--- src/nff_pkg.sv ---
// shared types, constants and helper functions for the numeric field formatter
`default_nettype none
package nff_pkg;

    localparam int MAX_WIDTH  = 20;
    localparam int NUM_DIGITS = 11;
    localparam int DEC_DIGITS = 10;
    localparam int VAL_W      = 32;
    localparam int DAB_STEPS  = VAL_W / 2;

    localparam logic [7:0] CH_STAR  = 8'h2A;
    localparam logic [7:0] CH_ZERO  = 8'h30;
    localparam logic [7:0] CH_SPACE = 8'h20;
    localparam logic [7:0] CH_PLUS  = 8'h2B;
    localparam logic [7:0] CH_MINUS = 8'h2D;
    localparam logic [7:0] CH_UPA   = 8'h41;

    typedef enum logic [1:0] {
        CMD_UDEC = 2'd0,
        CMD_OCT  = 2'd1,
        CMD_HEX  = 2'd2,
        CMD_SDEC = 2'd3
    } t_cmd;

    typedef enum logic [2:0] {
        ST_IDLE,
        ST_CONV,
        ST_COUNT,
        ST_SIZE,
        ST_EMIT
    } t_state;

    typedef logic [NUM_DIGITS-1:0][3:0] t_digits;

    // one double-dabble step: correct every bcd digit, then shift in one bit
    function automatic logic [4*DEC_DIGITS-1:0] dabble_step(
        input logic [4*DEC_DIGITS-1:0] bcd,
        input logic                    bit_in
    );
        logic [4*DEC_DIGITS-1:0] adj;
        adj = bcd;
        for (int i = 0; i < DEC_DIGITS; i++) begin
            if (bcd[4*i +: 4] >= 4'd5) begin
                adj[4*i +: 4] = bcd[4*i +: 4] + 4'd3;
            end
        end
        return {adj[4*DEC_DIGITS-2:0], bit_in};
    endfunction

    function automatic logic [7:0] digit_char(input logic [3:0] d);
        logic [7:0] c;
        if (d < 4'd10) begin
            c = CH_ZERO + {4'd0, d};
        end else begin
            c = CH_UPA + {4'd0, d - 4'd10};
        end
        return c;
    endfunction

endpackage
`default_nettype wire

--- src/nff_conv.sv ---
// digit conversion: bit slicing for octal and hex, two-bit-per-cycle double dabble for decimal
`default_nettype none
module nff_conv (
    input  wire                     i_clk,
    input  wire                     i_rst_n,
    input  wire                     i_load,
    input  wire  [31:0]             i_mag,
    input  wire  [1:0]              i_cmd,
    output nff_pkg::t_digits        o_digits,
    output logic                    o_done
);

    logic [nff_pkg::VAL_W-1:0]          r_bin, n_bin;
    logic [4*nff_pkg::NUM_DIGITS-1:0]   r_dig, n_dig;
    logic [3:0]                         r_cnt, n_cnt;
    logic                               r_run, n_run;
    logic                               r_done, n_done;
    logic [4*nff_pkg::NUM_DIGITS-1:0]   w_slice;
    logic [4*nff_pkg::DEC_DIGITS-1:0]   w_step1, w_step2;
    logic                               w_dec;

    assign w_dec = (nff_pkg::t_cmd'(i_cmd) == nff_pkg::CMD_UDEC) ||
                   (nff_pkg::t_cmd'(i_cmd) == nff_pkg::CMD_SDEC);

    always_comb begin
        w_slice = '0;
        if (nff_pkg::t_cmd'(i_cmd) == nff_pkg::CMD_HEX) begin
            w_slice[31:0] = i_mag;
        end else begin
            // octal digits widened to nibbles
            for (int i = 0; i < 10; i++) begin
                w_slice[4*i +: 4] = {1'b0, i_mag[3*i +: 3]};
            end
            w_slice[43:40] = {2'b00, i_mag[31:30]};
        end
    end

    assign w_step1 = nff_pkg::dabble_step(r_dig[4*nff_pkg::DEC_DIGITS-1:0], r_bin[31]);
    assign w_step2 = nff_pkg::dabble_step(w_step1, r_bin[30]);

    always_comb begin
        n_bin  = r_bin;
        n_dig  = r_dig;
        n_cnt  = r_cnt;
        n_run  = r_run;
        n_done = 1'b0;
        if (i_load) begin
            n_bin  = i_mag;
            n_cnt  = '0;
            n_run  = w_dec;
            n_done = !w_dec;
            n_dig  = w_dec ? '0 : w_slice;
        end else if (r_run) begin
            n_bin = {r_bin[29:0], 2'b00};
            n_dig = {4'd0, w_step2};
            n_cnt = r_cnt + 4'd1;
            if (r_cnt == 4'(nff_pkg::DAB_STEPS - 1)) begin
                n_run  = 1'b0;
                n_done = 1'b1;
            end
        end
    end

    always_ff @(posedge i_clk) begin
        if (!i_rst_n) begin
            r_run  <= 1'b0;
            r_done <= 1'b0;
            r_cnt  <= '0;
        end else begin
            r_run  <= n_run;
            r_done <= n_done;
            r_cnt  <= n_cnt;
        end
        r_bin <= n_bin;
        r_dig <= n_dig;
    end

    assign o_digits = r_dig;
    assign o_done   = r_done;

endmodule
`default_nettype wire

--- src/numeric_field_formatter.sv ---
// top level: integer field formatter emitting one ascii character per cycle
//
// usage: present value and format on the i_ ports and raise i_start while
// o_busy is low; that edge takes the beat. o_busy drops in the cycle that
// carries the last character of the field.
// each character appears on o_out_char for exactly one cycle with o_valid
// high; o_last_char marks the final one. the receiver cannot stall the
// output, every o_valid cycle is a delivered character.
// sequence: decimal conversion runs two bits per cycle through the
// double-dabble unit and then hands the digits over, octal and hex take
// one slicing step. then the count state finds the digit count and the
// size state sizes the field, after which the field leaves at one
// character per cycle; a field is 1 to 20 characters wide.
// reset (synchronous, active low) returns the sequencer to idle and drops
// o_valid; a field in progress is discarded.
`default_nettype none
module numeric_field_formatter (
    input  wire         i_clk,
    input  wire         i_rst_n,
    input  wire         i_start,
    output logic        o_busy,
    input  wire  [31:0] i_value,
    input  wire  [1:0]  i_command,
    input  wire  [4:0]  i_field_width,
    input  wire         i_zero_fill,
    input  wire         i_force_plus,
    output logic        o_valid,
    output logic [7:0]  o_out_char,
    output logic        o_last_char
);

    nff_pkg::t_state    r_state, n_state;
    logic [4:0]         r_fw;
    logic               r_zfill;
    logic               r_sign;
    logic               r_neg;
    logic [3:0]         r_nd;
    logic [4:0]         r_width;
    logic               r_ovf;
    logic [4:0]         r_pos, n_pos;
    logic               r_valid, n_valid;
    logic [7:0]         r_char, n_char;
    logic               r_last, n_last;

    logic               w_accept;
    logic               w_signed;
    logic               w_neg;
    logic [31:0]        w_mag;
    nff_pkg::t_digits   w_digits;
    logic               w_done;
    logic [3:0]         w_nd;
    logic [4:0]         w_need;
    logic [4:0]         w_width;
    logic [4:0]         w_k;

    assign w_accept = i_start && !o_busy;
    assign w_signed = nff_pkg::t_cmd'(i_command) == nff_pkg::CMD_SDEC;
    assign w_neg    = w_signed && i_value[31];
    assign w_mag    = w_neg ? (32'd0 - i_value) : i_value;

    nff_conv u_conv (
        .i_clk    (i_clk),
        .i_rst_n  (i_rst_n),
        .i_load   (w_accept),
        .i_mag    (w_mag),
        .i_cmd    (i_command),
        .o_digits (w_digits),
        .o_done   (w_done)
    );

    // highest nonzero digit, at least one digit
    always_comb begin
        w_nd = 4'd1;
        for (int i = 1; i < nff_pkg::NUM_DIGITS; i++) begin
            if (w_digits[i] != 4'd0) begin
                w_nd = 4'(i + 1);
            end
        end
    end

    always_comb begin
        w_need = {1'b0, r_nd} + {4'd0, r_sign};
        if (r_fw == 5'd0) begin
            w_width = w_need;
        end else if (r_fw > 5'(nff_pkg::MAX_WIDTH)) begin
            w_width = 5'(nff_pkg::MAX_WIDTH);
        end else begin
            w_width = r_fw;
        end
    end

    assign w_k = r_width - 5'd1 - r_pos;

    // next state
    always_comb begin
        n_state = r_state;
        case (r_state)
            nff_pkg::ST_IDLE:  if (w_accept) n_state = nff_pkg::ST_CONV;
            nff_pkg::ST_CONV:  if (w_done) n_state = nff_pkg::ST_COUNT;
            nff_pkg::ST_COUNT: n_state = nff_pkg::ST_SIZE;
            nff_pkg::ST_SIZE:  n_state = nff_pkg::ST_EMIT;
            nff_pkg::ST_EMIT:  if (r_pos == r_width - 5'd1) n_state = nff_pkg::ST_IDLE;
            default:           n_state = nff_pkg::ST_IDLE;
        endcase
    end

    // character output
    always_comb begin
        n_pos   = r_pos;
        n_valid = 1'b0;
        n_char  = r_char;
        n_last  = 1'b0;
        case (r_state)
            nff_pkg::ST_SIZE: begin
                n_pos = '0;
            end
            nff_pkg::ST_EMIT: begin
                n_pos   = r_pos + 5'd1;
                n_valid = 1'b1;
                n_last  = (r_pos == r_width - 5'd1);
                if (r_ovf) begin
                    n_char = nff_pkg::CH_STAR;
                end else if (w_k < {1'b0, r_nd}) begin
                    n_char = nff_pkg::digit_char(w_digits[w_k[3:0]]);
                end else if (r_sign && ((r_zfill && r_pos == 5'd0) ||
                                        (!r_zfill && w_k == {1'b0, r_nd}))) begin
                    n_char = r_neg ? nff_pkg::CH_MINUS : nff_pkg::CH_PLUS;
                end else begin
                    n_char = r_zfill ? nff_pkg::CH_ZERO : nff_pkg::CH_SPACE;
                end
            end
            default: begin
                n_pos = r_pos;
            end
        endcase
    end

    always_ff @(posedge i_clk) begin
        if (!i_rst_n) begin
            r_state <= nff_pkg::ST_IDLE;
            r_valid <= 1'b0;
            r_last  <= 1'b0;
            r_pos   <= '0;
        end else begin
            r_state <= n_state;
            r_valid <= n_valid;
            r_last  <= n_last;
            r_pos   <= n_pos;
        end
        r_char <= n_char;
        if (w_accept) begin
            r_fw    <= i_field_width;
            r_zfill <= i_zero_fill;
            r_neg   <= w_neg;
            r_sign  <= w_neg || (w_signed && i_force_plus);
        end
        if (r_state == nff_pkg::ST_COUNT) begin
            r_nd <= w_nd;
        end
        if (r_state == nff_pkg::ST_SIZE) begin
            r_width <= w_width;
            r_ovf   <= w_need > w_width;
        end
    end

    assign o_busy      = r_state != nff_pkg::ST_IDLE;
    assign o_valid     = r_valid;
    assign o_out_char  = r_char;
    assign o_last_char = r_last;

endmodule
`default_nettype wire

--- config.mk ---
export PLATFORM = sky130hd
export DESIGN_NAME = numeric_field_formatter
export DESIGN_NICKNAME = d
export VERILOG_FILES = /design/src/nff_pkg.sv /design/src/nff_conv.sv /design/src/numeric_field_formatter.sv
export SDC_FILE = /design/constraint.sdc
export NUM_CORES = 1
export LEC_CHECK = 0
export ABC_AREA = 0
export CAP_MARGIN = 20
export CORE_ASPECT_RATIO = 1.75
export CORE_MARGIN = 2
export CORE_UTILIZATION = 60
export DETAILED_ROUTE_END_ITERATION = 10
export DONT_BUFFER_PORTS = 1
export GPL_ROUTABILITY_DRIVEN = 0
export GPL_TIMING_DRIVEN = 0
export PLACE_DENSITY = 0.75
export SETUP_SLACK_MARGIN = 0.02
export SYNTH_ARGS = -nofsm -noshare
export SYNTH_HDL_FRONTEND = slang
export SYNTH_SLANG_ARGS = --single-unit
--- constraint.sdc ---
create_clock -name i_clk -period 5.3 [get_ports i_clk]
set_clock_uncertainty 0.1 [all_clocks]
set_input_delay 0.795 -clock i_clk [delete_from_list [all_inputs] [get_ports i_clk]]
set_output_delay 0.795 -clock i_clk [all_outputs]
set_load 0.005 [all_outputs]
After elaboration in Yosys (flattened, before gate mapping)
Index checks and enable logic that the tools add are counted.
Word-level totals
  flip-flop bits (word level): 118
  bits of input ports: 44
  output and inout port bits: 11
  logic and storage cells: 178
Cells by class
  add/sub/neg operators: 29
  magnitude comparators: 25
  eq/ne operators: 12
  mux-type cells: 58
  bitwise logic cells: 1
  reduce and logical (&&, ||, !) cells: 34
Operator list (count)
  two-way mux 32 bit: 4
  two-way mux 4 bit: 24
  two-way mux 44 bit: 2
  >= comparator 4 x 3 -> 1 bit (second input constant): 20
  adder 4 x 2 -> 4 bit (second input constant): 18
  two-way mux 42 bit: 1
  nonzero test 4 bit: 10
  subtractor 1 x 32 -> 32 bit (first input constant): 1
  two-way mux 5 bit: 4
  two-way mux 3 bit: 6
  binary-select mux 4 bit (select 4 bit): 1
  two-way mux 8 bit: 2
  case mux 3 bit (5 select lines): 1
  zero test 5 bit: 2
  two-way mux 10 bit: 1
  case mux 5 bit (2 select lines): 1
  adder 7 x 4 -> 8 bit (first input constant): 1
  two-way mux 1 bit: 8
  adder 6 x 4 -> 7 bit (first input constant): 1
  adder 3 x 2 -> 3 bit (second input constant): 2
  equality test 3 x 2 -> 1 bit (second input constant): 2
  logical AND 1 bit: 6
  two-way mux 2 bit: 3
  adder 4 x 1 -> 5 bit: 1
  29 further kinds: 37

Depth between registers and ports, before layout
Gate-level depths: netlist (run 1).
  word-level depth: 10
  gate-level depth with buffers: 15
  gate-level depth less buffers: 15

By module
A second synthesis (run 1) with hierarchy kept.
Second synthesis, totals
  cells, all modules: 864
  area total of the unflattened synthesis: 8654.6 µm²
By module, submodules not included
  nff_conv: times used 1, cells each 496, area each 5352.6 µm², seq. area each 2342.2 µm²
  numeric_field_formatter: times used 1, cells each 368, area each 3301.9 µm², seq. area each 950.9 µm²

Worst setup path before layout (run 1)
No wires, ideal clock.
  path kind: reg2reg
  start: register r_width[0]
  end: register r_char[2] (netlist: o_out_char[2]) (data pin)
  setup time: 0.257 ns
  arrival: 3.066 ns
  data required time: 4.943 ns
  slack: 1.877 ns
  cell stages (with the launch flop): 12
  buffers on the path: 0
  clock period less this slack: 3.423 ns
  path through: edfxtp_1 > inv_1 > ha_1 > fa_1 > mux4_2 > nand2_1 > nand2_1 > mux2i_1 > ha_1 > xnor2_1 > o21a_1 > a32o_1
On the way
  word-level cells in the longest chain between the ends: 8
  elaborated cells on any way between the ends: 16
  classes of those cells: add/sub: 5; order compare: 2; eq/ne: 1; mux: 5; reduce/logical: 3
Ends and longest elaborated chain
  start: declaration: line numeric_field_formatter.sv:38  | logic [4:0] r_width;
  start signal: assignment: line numeric_field_formatter.sv:161  | r_width <= w_width;
  subtractor 5 x 1 -> 5 bit *: line numeric_field_formatter.sv:92  | assign w_k = r_width - 5'd1 - r_pos;
  subtractor 5 bit *: line numeric_field_formatter.sv:92
  binary-select mux 4 bit (select 4 bit) or equality test 5 x 4 -> 1 bit (tied branches): line numeric_field_formatter.sv:124, numeric_field_formatter.sv:126
  two-way mux 4 bit (implied by the code) or logical AND 1 bit (tied branches): line numeric_field_formatter.sv:124, numeric_field_formatter.sv:126
  subtractor 4 bit or logical OR 1 bit (tied branches): line nff_pkg.sv:55, numeric_field_formatter.sv:125
  adder 7 x 4 -> 8 bit or logical AND 1 bit (tied branches): line nff_pkg.sv:55, numeric_field_formatter.sv:125
  two-way mux 8 bit or two-way mux 5 bit (tied branches): line nff_pkg.sv:52, numeric_field_formatter.sv:125
  two-way mux 8 bit *: line numeric_field_formatter.sv:123  | end else if (w_k < {1'b0, r_nd}) begin
  end signal: assignment: line numeric_field_formatter.sv:150  | r_char <= n_char;
  end: declaration: line numeric_field_formatter.sv:42  | logic [7:0] r_char, n_char;
Mark *: on every way between the ends. The rest lies on a longest branch, timed or not. The select of a mux whose other input is x is not followed.
A chain may end at the register's enable or synchronous reset.

Worst setup path after layout (run 1)
Ends and elaborated chain as after synthesis.

==> results of run 1 <==
path summary, 6_finish.rpt:
path	from	end	slack, ns	cells after the start
max	r_width[0]	o_out_char[2]	1.53	11
max reg2reg	r_width[0]	o_out_char[2]	1.53	11
min	i_field_width[3]	r_fw[3]	0.36	0
min reg2reg	u_conv.o_done	r_state[1]	0.39	2
cell usage in the layout, fill, tap and decap left out, types with 4 or more instances in the layout:
cell / count
mux2i_1: 23
dfxtp_1: 16
or3_1: 4
o21a_1: 7
nor3b_1: 22
clkinvlp_4: 4
clkbuf_16: 17
nand4_1: 7
inv_1: 63
o22ai_1: 31
a21boi_1: 6
ha_1: 67
xnor2_1: 46
a21oi_1: 77
inv_6: 7
mux2_2: 14
nor2_1: 57
nand3b_1: 4
o21ai_0: 60
edfxtp_1: 99
nand2_1: 105
and2_1: 4
a31oi_1: 8
clkbuf_1: 21
nor2b_1: 5
nor4_1: 6
and4_1: 6
nand3_1: 9
nand2b_1: 30
xor2_1: 13
a21boi_0: 8
nor3_1: 20
mux4_2: 8
cell type report:
type | count | area (µm²) | area share
multi-input cells | 709 | 4997 | 0.5257
inverters | 64 | 240.2 | 0.02527
clock buffers | 17 | 425.4 | 0.04475
clock inverters | 15 | 146.4 | 0.01540
flip-flops and latches | 115 | 3293 | 0.3465
plain buffers | 31 | 150.1 | 0.01580
repair buffers | 1 | 27.53 | 0.002896
well taps | 180 | 225.2 | 0.02369
where the power goes:
group | total [mW] | switching (mW) | internal (mW)
logic | 2.60 | 1.45 | 1.16
registers | 1.54 | 0.214 | 1.33
clock network | 1.13 | 0.470 | 0.656
total | 5.27 | 2.13 | 3.14
per-stage QoR:
step | worst slack (ns) | instance area [µm²]
6_report | 1.527 | 9505
5_1_grt | 1.269 | 9505
4_1_cts | 1.501 | 9505
3_5_place_dp | 1.509 | 8934
3_3_place_gp | 0.8387 | 8899
2_1_floorplan | 1.877 | 8673
registers in the layout, summed over array words and instances (netlist names), 3 cells and up:
name             cells
r_pos                5
u_conv.r_bin        32
r_nd                 4
u_conv.o_digits     42
u_conv.r_cnt         4
o_out_char           7
r_state              3
r_fw                 5
r_width              5
kinds of logic (layout without fill, tap and decap cells):
logic type               count (synthesis)  after routing
AND/OR/NAND/NOR                        302            302
XOR/XNOR                                62             62
buffers and inverters                   95            128
other                                    1              1
flip-flops                             115            115
adder cells (fa/ha/maj)                 68             68
multiplexers                            47             47
AO/OA/AOI/OAI                          229            229
worst max-delay path, delay by kind of cell (launching register included):
kind                       cells  cell delay (ns)
and+or+nand+nor                2             0.13
muxes                          2             0.97
AOI/OAI and AO/OA              2             0.37
adders and majority gates      3             1.38
DFF                            1             0.37
buffers and inverters          1             0.06
xor gates and xnor gates       1             0.15
Yosys cell counts, drive strengths merged (10+ instances only):
library cell / count / area (µm²)
a21oi: 79 / 402.9
nor3b: 24 / 196.4
nor2: 59 / 240.2
xor2: 13 / 113.9
mux2: 14 / 157.7
clkbuf: 21 / 78.83
buf: 10 / 71.31
inv: 64 / 240.2
o21ai: 63 / 315.3
edfxtp: 99 / 2973
ha: 67 / 838.3
mux2i: 25 / 266.5
nand2: 105 / 394.1
o22ai: 31 / 193.9
xnor2: 49 / 462.9
nand2b: 31 / 193.9
nor3: 22 / 126.4
nand3: 10 / 55.05
a21boi: 14 / 105.1
dfxtp: 16 / 320.3
metal layers:
metal  routed length, µm  track usage  up-vias
met5                   0            0        -
met4                1258       0.1818        0
met3                 936      0.05627       80
met2               11630       0.5361      242
met1                7519       0.2874     3315
li1                    -            -     3365
==> metrics.txt, run 1 <==
Die W ~95 µm; largest net degree at the start of global routing 55; Max Slew Vio Count 0; vias in the first global route between 7000 and 8000; largest family of logic cells by synthesized area simple AND/OR/NAND/NOR gates; setup bufs post-CTS 0; synthesized area per cell ~9.4 µm²; CTS buffer count 17; Max IR drop VDD roughly 0.28 mV; die area between 15000 and 20000 µm²; Setup-failing EPs final 0; Synthesis Warnings 0; I/O pins 55; Worst EP arrival 3.85 ns; startpoint types flip-flop; CP Capture Type flip-flop; Critical Path, Cell by Cell inv_1 -> ha_1 -> fa_1 -> mux4_2 -> nand2_1 -> nand2_1 -> mux2i_1 -> ha_1 -> xnor2_1 -> o21a_1 -> a32o_1; Syn Inst Count slightly above 900; sequential area share after synthesis 0.3797; clock-pin slew on the worst setup and hold paths about 0.060 ns; Simple-Gate Fraction of Synth Area 0.1839; antenna violations before repair 0; Fin. Hold Viols 0; hold_ws 0.3642 ns; CTS resizes 0; # DRC 0; PwrDens 554.3 nW/µm²; DP Cell Count 1100; Initial Util 0.6098; Rows just under 60; RSZ-0062 raised after global routing no; post-synthesis adder-cell area fraction 0.09896; H-Tree Depth 4; # diodes 0; crit path max-delay cell type fa_1; Root Driver clkbuf_16; Main synth FF type edfxtp_1; max frequency 265.0 MHz; CP required roughly 5.4 ns; HP Class input port to flip-flop; Die Y roughly 160 µm; Syn Std Cell Area between 8000 and 9000 µm²; Pre-antenna DRT Iters 5; Total Power around 5.3 mW; remaining antenna violation count 0; multiplexer share of the synthesized area 0.06968; Slew @ Worst Pin between 1 and 1.5 ns; Setup CP Type flip-flop to flip-flop; Netlist cell types 77; run status finished clean; GR Overflow Total 0; critical path's largest stage delay 0.70 ns; nets@finish about 1100; clk_lat worst skew 0.43 ns; detailed router's first-iteration violation count between 400 and 500; syn_nets approximately 1000; worst-path fanout max 7; Max transition margin 0.2630; non-filler cells, final approximately 1100; TritonCTS clock tree done; share of layout cells above drive strength 1 0.09559; Synth Register Bits ~120; Total Routing Usage GR 0.2900; vias around 7000; Max clock buf depth 2; DPL Wire Length 16.47 mm; compound-cell area share of the yosys netlist 0.1558; post-DR wirelength/cell between 15 and 20 µm; async set or reset register ratio after synthesis 0; crit path time final approximately 3.8 ns; setup tns final 0 ns; Vias/cell approximately 6.2; hold buffers post-CTS 0; core region area 14220 µm²; Final Core Density 0.6683; DRT Wirelength between 20 and 25 mm; XOR/XNOR share of the synthesized area 0.06650; fillers approximately 1200; Pleak about 3.7 nW; area grow syn2layout 9.593%; # clock sinks 115; MaxCap Viol Count 0; Post-synth EDFFs between 90 and 100; first-pass GRT wire length between 30 and 40 mm; final period utilization 0.7119; I/O Buffers 0
Note: power is estimated with default switching activity, not from simulation.
==> run 2, diff against run 1 <==
--- a/config.mk
+++ b/config.mk
@@ -5,7 +5,7 @@
 export SDC_FILE = /design/constraint.sdc
 export NUM_CORES = 1
 export LEC_CHECK = 0
-export ABC_AREA = 0
+export ABC_AREA = 1
 export CAP_MARGIN = 20
 export CORE_ASPECT_RATIO = 1.75
 export CORE_MARGIN = 2
==> constraint.sdc (replaced) <==
create_clock -name i_clk -period 3.7 [get_ports i_clk]
set_clock_uncertainty 0.1 [all_clocks]
set_input_delay 0.555 -clock i_clk [delete_from_list [all_inputs] [get_ports i_clk]]
set_output_delay 0.555 -clock i_clk [all_outputs]
set_load 0.005 [all_outputs]
==> run 2 against run 1 <==
Against the previous run:
- hold slack worse by 0.23 ns
- largest cell class unchanged
- sequential share of layout area shrank 2.0 points
- routed wire length up 19%
- non-clock buffer count fell by 5
- core utilization up 0.76 points
- via count is 23% higher
- register-to-register slack got worse by 1.3 ns
- die area is 5.7% higher
- total power grew 78%
==> metrics.txt, run 2 <==
run status finished clean; top cell type's share of synthesized area 0.3236 (-0.01914); Total Routing Usage GR 0.3152 (+0.02514); remaining antenna violation count 0 (unchanged); first-pass GRT wire length 40.80 mm (+20%); Vias/cell 5.706 (-7.8%); Die W 97.54 µm (+2.8%); Die Y 167.7 µm (+2.8%); HP Class input port to flip-flop; hold_ws 0.1313 ns (-0.2329 ns); antenna violations before repair 0 (unchanged); post-DR wirelength/cell 16.84 µm (-11%); fillers 1342 (+14%); CTS buffer count 17 (unchanged); Setup CP Type flip-flop to flip-flop; most frequent cell after synthesis nand2_1; Max clock buf depth 2 (unchanged); Fin. Hold Viols 0 (unchanged); # clock sinks 115 (unchanged); non-filler cells, final 1513 (+34%); setup bufs post-CTS 0 (unchanged); top cells by area, synth edfxtp_1 (32%), nand2_1 (16%), ha_1 (9.1%); Synth Register Bits 115 (unchanged); detailed router's first-iteration violation count 643 (+54%); largest family of logic cells by synthesized area simple AND/OR/NAND/NOR gates; H-Tree Depth 4 (unchanged); Final Cell Area 10080 µm² (+6.0%); Syn Std Cell Area 9186 µm² (+5.9%); Syn Inst Count 1297 (+41%); synthesized area per cell 7.083 µm² (-25%); area grow syn2layout 9.711%; clk_lat worst skew 0.42 ns (about the same); post-place setup slack 0.3126 ns (-1.196 ns); critical path's largest stage delay 0.56 ns (-0.14 ns); MaxCap Viol Count 0 (unchanged); max frequency 290.2 MHz (+9.5%); leading area contributor after synthesis edfxtp_1; final period utilization 0.9314 (+0.2195); worst-path fanout max 10 (+3); multiplexer share of the synthesized area 0 (-0.06968); crit-path leading delay family adder cells; commonest non-fill, non-tap cell in the layout nand2_1; clock-pin slew on the worst setup and hold paths 0.06 ns (about the same); largest net degree at the start of global routing 59 (+7.3%); CP required 3.77 ns (-1.61 ns); share of layout cells above drive strength 1 0.05789 (-0.03769); Slew @ Worst Pin 1.176 ns (+0.07082 ns); DRT Wirelength 25.47 mm (+19%); vias in the first global route 8735 (+24%); post-synthesis adder-cell area fraction 0.09344 (-0.005526); Rows 59 (+1.7%); Simple-Gate Fraction of Synth Area 0.3175 (+0.1336); setup tns final 0 ns (unchanged); CTS resizes 0 (unchanged); die area 16360 µm² (+5.7%); sequential area share after synthesis 0.3585 (-0.02120); CP Capture Type flip-flop; # diodes 0 (unchanged); GR Overflow Total 0 (unchanged); Setup-failing EPs final 0 (unchanged); max reg flops 42 (unchanged); I/O pins 55 (unchanged); I/O Buffers 0 (unchanged); compound-cell area share of the yosys netlist 0.09466 (-0.06114); PwrDens 930.9 nW/µm² (+68%); nets@finish 1429 (+36%); core region area 14910 µm² (+4.8%); startpoint types flip-flop; Max Slew Vio Count 0 (unchanged); Total Power 9.382 mW (+78%); Initial Util 0.6160 (+0.006261); Root Driver clkbuf_16; vias 8633 (+23%); syn_nets 1409 (+37%); Max IR drop VDD 0.4056 mV (+44%); Netlist cell types 47 (-39%); Max transition margin 0.2158 (-0.04722); XOR/XNOR share of the synthesized area 0.04113 (-0.02537); synth cell count leaders nand2_1 (385), inv_1 (187), nand3_1 (148); most frequent cells in the layout nand2_1 (384), inv_1 (187), nand3_1 (148), edfxtp_1 (99), nor2_1 (97); DPL Wire Length 20.03 mm (+22%); # DRC 0 (unchanged); Pleak 4.860 nW (+30%); crit-path most repeated cell nand2_1; Main synth FF type edfxtp_1; Pre-antenna DRT Iters 5 (unchanged); post-route setup slack 0.2538 ns (-1.273 ns); crit path time final 3.446 ns (-0.3270 ns); Area after DPL 9450 µm² (+5.8%); Worst EP arrival 3.52 ns (-0.33 ns); hold buffers post-CTS 0 (unchanged); TritonCTS clock tree done; Synthesis Warnings 0 (unchanged); crit path buf inv count 2 (+1); Critical Path, Cell by Cell inv_1 -> ha_1 -> fa_1 -> clkbuf_1 -> nand3_1 -> nand2_1 -> nand2_1 -> nand2_1 -> nand2_1 -> nand2_2 -> ha_1 -> xnor2_1 -> nand3_1 -> nand2_1 -> nand2_1 -> nand2_1; async set or reset register ratio after synthesis 0 (unchanged); crit path max-delay cell type fa_1; DP Cell Count 1481 (+35%); Final Core Density 0.6759 (+0.007589); RSZ-0062 raised after global routing no; Post-synth EDFFs 99 (unchanged)
## run 2: cell count changes in the layout (fill, tap and decap cells not counted), sizes merged, moves of 29 or more
| cell | delta |
|---|---|
| a21oi | -40 |
| nand2b | -31 |
| nand2 | +287 |
| o21ai | +29 |
| nor2 | +41 |
| xnor2 | -48 |
| inv | +126 |
| nand3 | +138 |
## run 2: final cells by class
type,instances,area (µm²),share of cell area
buffer,26,120.1,0.01192
clock buffer,19,442.9,0.04395
clock inverter,13,185.2,0.01837
inverter,199,747.0,0.07412
multi-input combinational,957,5034,0.4994
sequential,115,3293,0.3268
tap,183,229.0,0.02272
timing repair buffer,1,27.53,0.002731
## run 2: logic make-up after synthesis
group           count (synthesis)
buf+inv                       225
xor+xnor                       41
other cells                     1
fa+ha+maj                      68
simple gates                  688
flops                         115
compound gates                159
## run 2: metal layers
layer  share of wire  global-route usage  vias to the layer above
li1                -                   -                     4288
met1            0.35              0.3037                     3946
met2            0.54              0.6033                      287
met3           0.045             0.04466                      112
met4           0.069              0.2138                        0
met5               0                   0                        -
## run 2: worst reg2reg max path, delay by kind of cell, from the launching register on
| family | cells | cell delay (ns) |
|---|---|---|
| flops | 1 | 0.39 |
| simple gates | 10 | 0.92 |
| fa+ha+maj | 3 | 1.16 |
| xor+xnor | 1 | 0.13 |
| buf+inv | 2 | 0.52 |
## run 2: worst paths after layout
path | startpoint | to | slack (ns) | cells past startpoint
min reg2reg | u_conv.r_cnt[1] | u_conv.r_cnt[1] | 0.39 | 2
min | i_field_width[3] | r_fw[3] | 0.13 | 0
max | r_width[0] | o_out_char[2] | 0.25 | 16
max reg2reg | r_width[0] | o_out_char[2] | 0.25 | 16
## run 2: power by group
part	total [mW]	internal, mW	switching [mW]
Sequential	2.61	2.26	0.352
Combinational	5.01	1.66	3.35
Clock	1.77	1.14	0.626
==> run 3, diff against run 2 <==
--- a/config.mk
+++ b/config.mk
@@ -9,12 +9,12 @@
 export CAP_MARGIN = 20
 export CORE_ASPECT_RATIO = 1.75
 export CORE_MARGIN = 2
-export CORE_UTILIZATION = 60
+export CORE_UTILIZATION = 36
 export DETAILED_ROUTE_END_ITERATION = 10
 export DONT_BUFFER_PORTS = 1
 export GPL_ROUTABILITY_DRIVEN = 0
 export GPL_TIMING_DRIVEN = 0
-export PLACE_DENSITY = 0.75
+export PLACE_DENSITY = 0.49
 export SETUP_SLACK_MARGIN = 0.02
 export SYNTH_ARGS = -nofsm -noshare
 export SYNTH_HDL_FRONTEND = slang
==> run 3 against run 2 <==
Against the previous run:
- clock-buffer cell count increased by 3
- routed wire length is 9.6% higher
- cell count rose by 8.9%
- fmax is 3.8% higher
- via count is 4.6% lower
- worst setup slack gained 0.13 ns
- critical path depth is 4 lower
- core utilization is 27 points lower
- critical path type unchanged
==> metrics.txt, run 3 (synthesized netlist as in run 2, its figures left out) <==
Pleak 4.883 nW (+0.49%); RSZ-0062 raised after global routing no; nets@finish 1430 (+0.070%); area grow syn2layout 11.39%; worst-path fanout max 9 (-1); CTS buffer count 17 (unchanged); Hold Path Stages 0 (unchanged); Initial Util 0.3653 (-0.2507); Max Slew Vio Count 0 (unchanged); Setup CP Type flip-flop to flip-flop; crit path time final 3.319 ns (-0.1270 ns); H-Tree Depth 4 (unchanged); CP required 3.76 ns (about the same); vias in the first global route 8318 (-4.8%); run status finished clean; Rows 77 (+31%); GR Overflow Total 0 (unchanged); # DRC 0 (unchanged); max reg flops 42 (unchanged); PwrDens 911.7 nW/µm² (-2.1%); core region area 25150 µm² (+69%); DP Cell Count 1615 (+9.0%); max frequency 301.3 MHz (+3.8%); antenna violations before repair 0 (unchanged); TritonCTS clock tree done; setup tns final 0 ns (unchanged); Setup-failing EPs final 0 (unchanged); DPL Wire Length 22.85 mm (+14%); first-pass GRT wire length 43.96 mm (+7.7%); # diodes 0 (unchanged); Max IR drop VDD 0.3887 mV (-4.2%); Vias/cell 5.002 (-12%); CTS resizes 0 (unchanged); # clock sinks 115 (unchanged); Die W 124.8 µm (+28%); fillers 2646 (+97%); post-place setup slack 0.3489 ns (+0.03633 ns); most frequent cells in the layout nand2_1 (384), inv_1 (187), nand3_1 (148), edfxtp_1 (99), nor2_1 (97); Fin. Hold Viols 0 (unchanged); HP Class input port to flip-flop; Total Power 9.328 mW (-0.57%); hold buffers post-CTS 0 (unchanged); Slew @ Worst Pin 0.8544 ns (-0.3218 ns); setup bufs post-CTS 0 (unchanged); MaxCap Viol Count 0 (unchanged); share of layout cells above drive strength 1 0.05935 (+0.001459); clk_lat worst skew 0.45 ns (+0.03 ns); largest net degree at the start of global routing 46 (-22%); CP Capture Type flip-flop; Root Driver clkbuf_16; I/O pins 55 (unchanged); Max clock buf depth 2 (unchanged); detailed router's first-iteration violation count 389 (-40%); Worst EP arrival 3.38 ns (-0.14 ns); DRT Wirelength 27.93 mm (+9.6%); Pre-antenna DRT Iters 5 (unchanged); non-filler cells, final 1647 (+8.9%); Total Routing Usage GR 0.2137 (-0.1014); die area 26860 µm² (+64%); post-route setup slack 0.3807 ns (+0.1270 ns); clock-pin slew on the worst setup and hold paths 0.06 ns (about the same); final period utilization 0.8971 (-0.03432); r2r worst-path depth 12 (-4); startpoint types flip-flop; vias 8239 (-4.6%); remaining antenna violation count 0 (unchanged); post-DR wirelength/cell 16.96 µm (+0.72%); commonest non-fill, non-tap cell in the layout nand2_1; Max transition margin 0.4304 (+0.2146); I/O Buffers 0 (unchanged); Die Y 215.3 µm (+28%)
## run 3: cell types whose count changed in the layout (fill, tap and decap cells not counted), sizes merged
cell,previous run,this run
buf,20,21
clkbuf,26,29
clkinv,5,7
inv,198,202
bufinv,4,0
clkinvlp,5,0
## run 3: power breakdown
part	internal [mW]	switching, mW	leakage, nW
clock network	1.03	0.654	0.308
logic	1.66	3.35	3.48
registers	2.26	0.380	1.09
total	4.95	4.38	4.88
## run 3: worst paths after layout
kind / to / from / slack [ns]
max: o_out_char[5] / r_width[0] / 0.38
min: r_fw[1] / i_field_width[1] / 0.10
max reg2reg: o_out_char[5] / r_width[0] / 0.38
min reg2reg: u_conv.r_cnt[1] / u_conv.r_cnt[1] / 0.39
## run 3: per-layer routing
layer  track usage  wire length [µm]  up-vias
met1        0.2096             10440     3758
met4        0.1067              1324        0
li1              -                 -     4297
met3       0.03709               735       48
met2        0.4209             15430      136
met5             0                 0        -
## run 3: stage by stage
step | instance area, µm² | util | hold WS [ns]
2_1_floorplan | 9186 | - | 0.3565
3_3_place_gp | 9582 | 0.3811 | 0.3731
3_5_place_dp | 9632 | 0.3830 | 0.3778
4_1_cts | 10230 | 0.4069 | 0.08670
5_1_grt | 10230 | 0.4069 | 0.08644
6_report | 10230 | 0.4069 | 0.1021
## run 3: worst max-delay path, stage by stage, from the launching register on
cell      delay, ns
edfxtp_1       0.40
inv_1          0.09
ha_1           0.26
fa_1           0.50
xor2_4         0.34
inv_2          0.11
ha_1           0.32
nand3b_1       0.10
nand3b_1       0.07
a21oi_1        0.13
nand2_1        0.16
nor2_1         0.27
nand3_1        0.18
## run 3: cell type report
| type | instances | area [µm²] | area share |
|---|---|---|---|
| plain buffers | 26 | 120.1 | 0.01174 |
| clock buffers | 22 | 539.3 | 0.05270 |
| clock inverters | 10 | 61.31 | 0.005992 |
| inverters | 199 | 747.0 | 0.07300 |
| multi-input cells | 957 | 5034 | 0.4919 |
| flip-flops and latches | 115 | 3293 | 0.3218 |
| well taps | 316 | 395.4 | 0.03864 |
| repair buffers | 2 | 42.54 | 0.004158 |
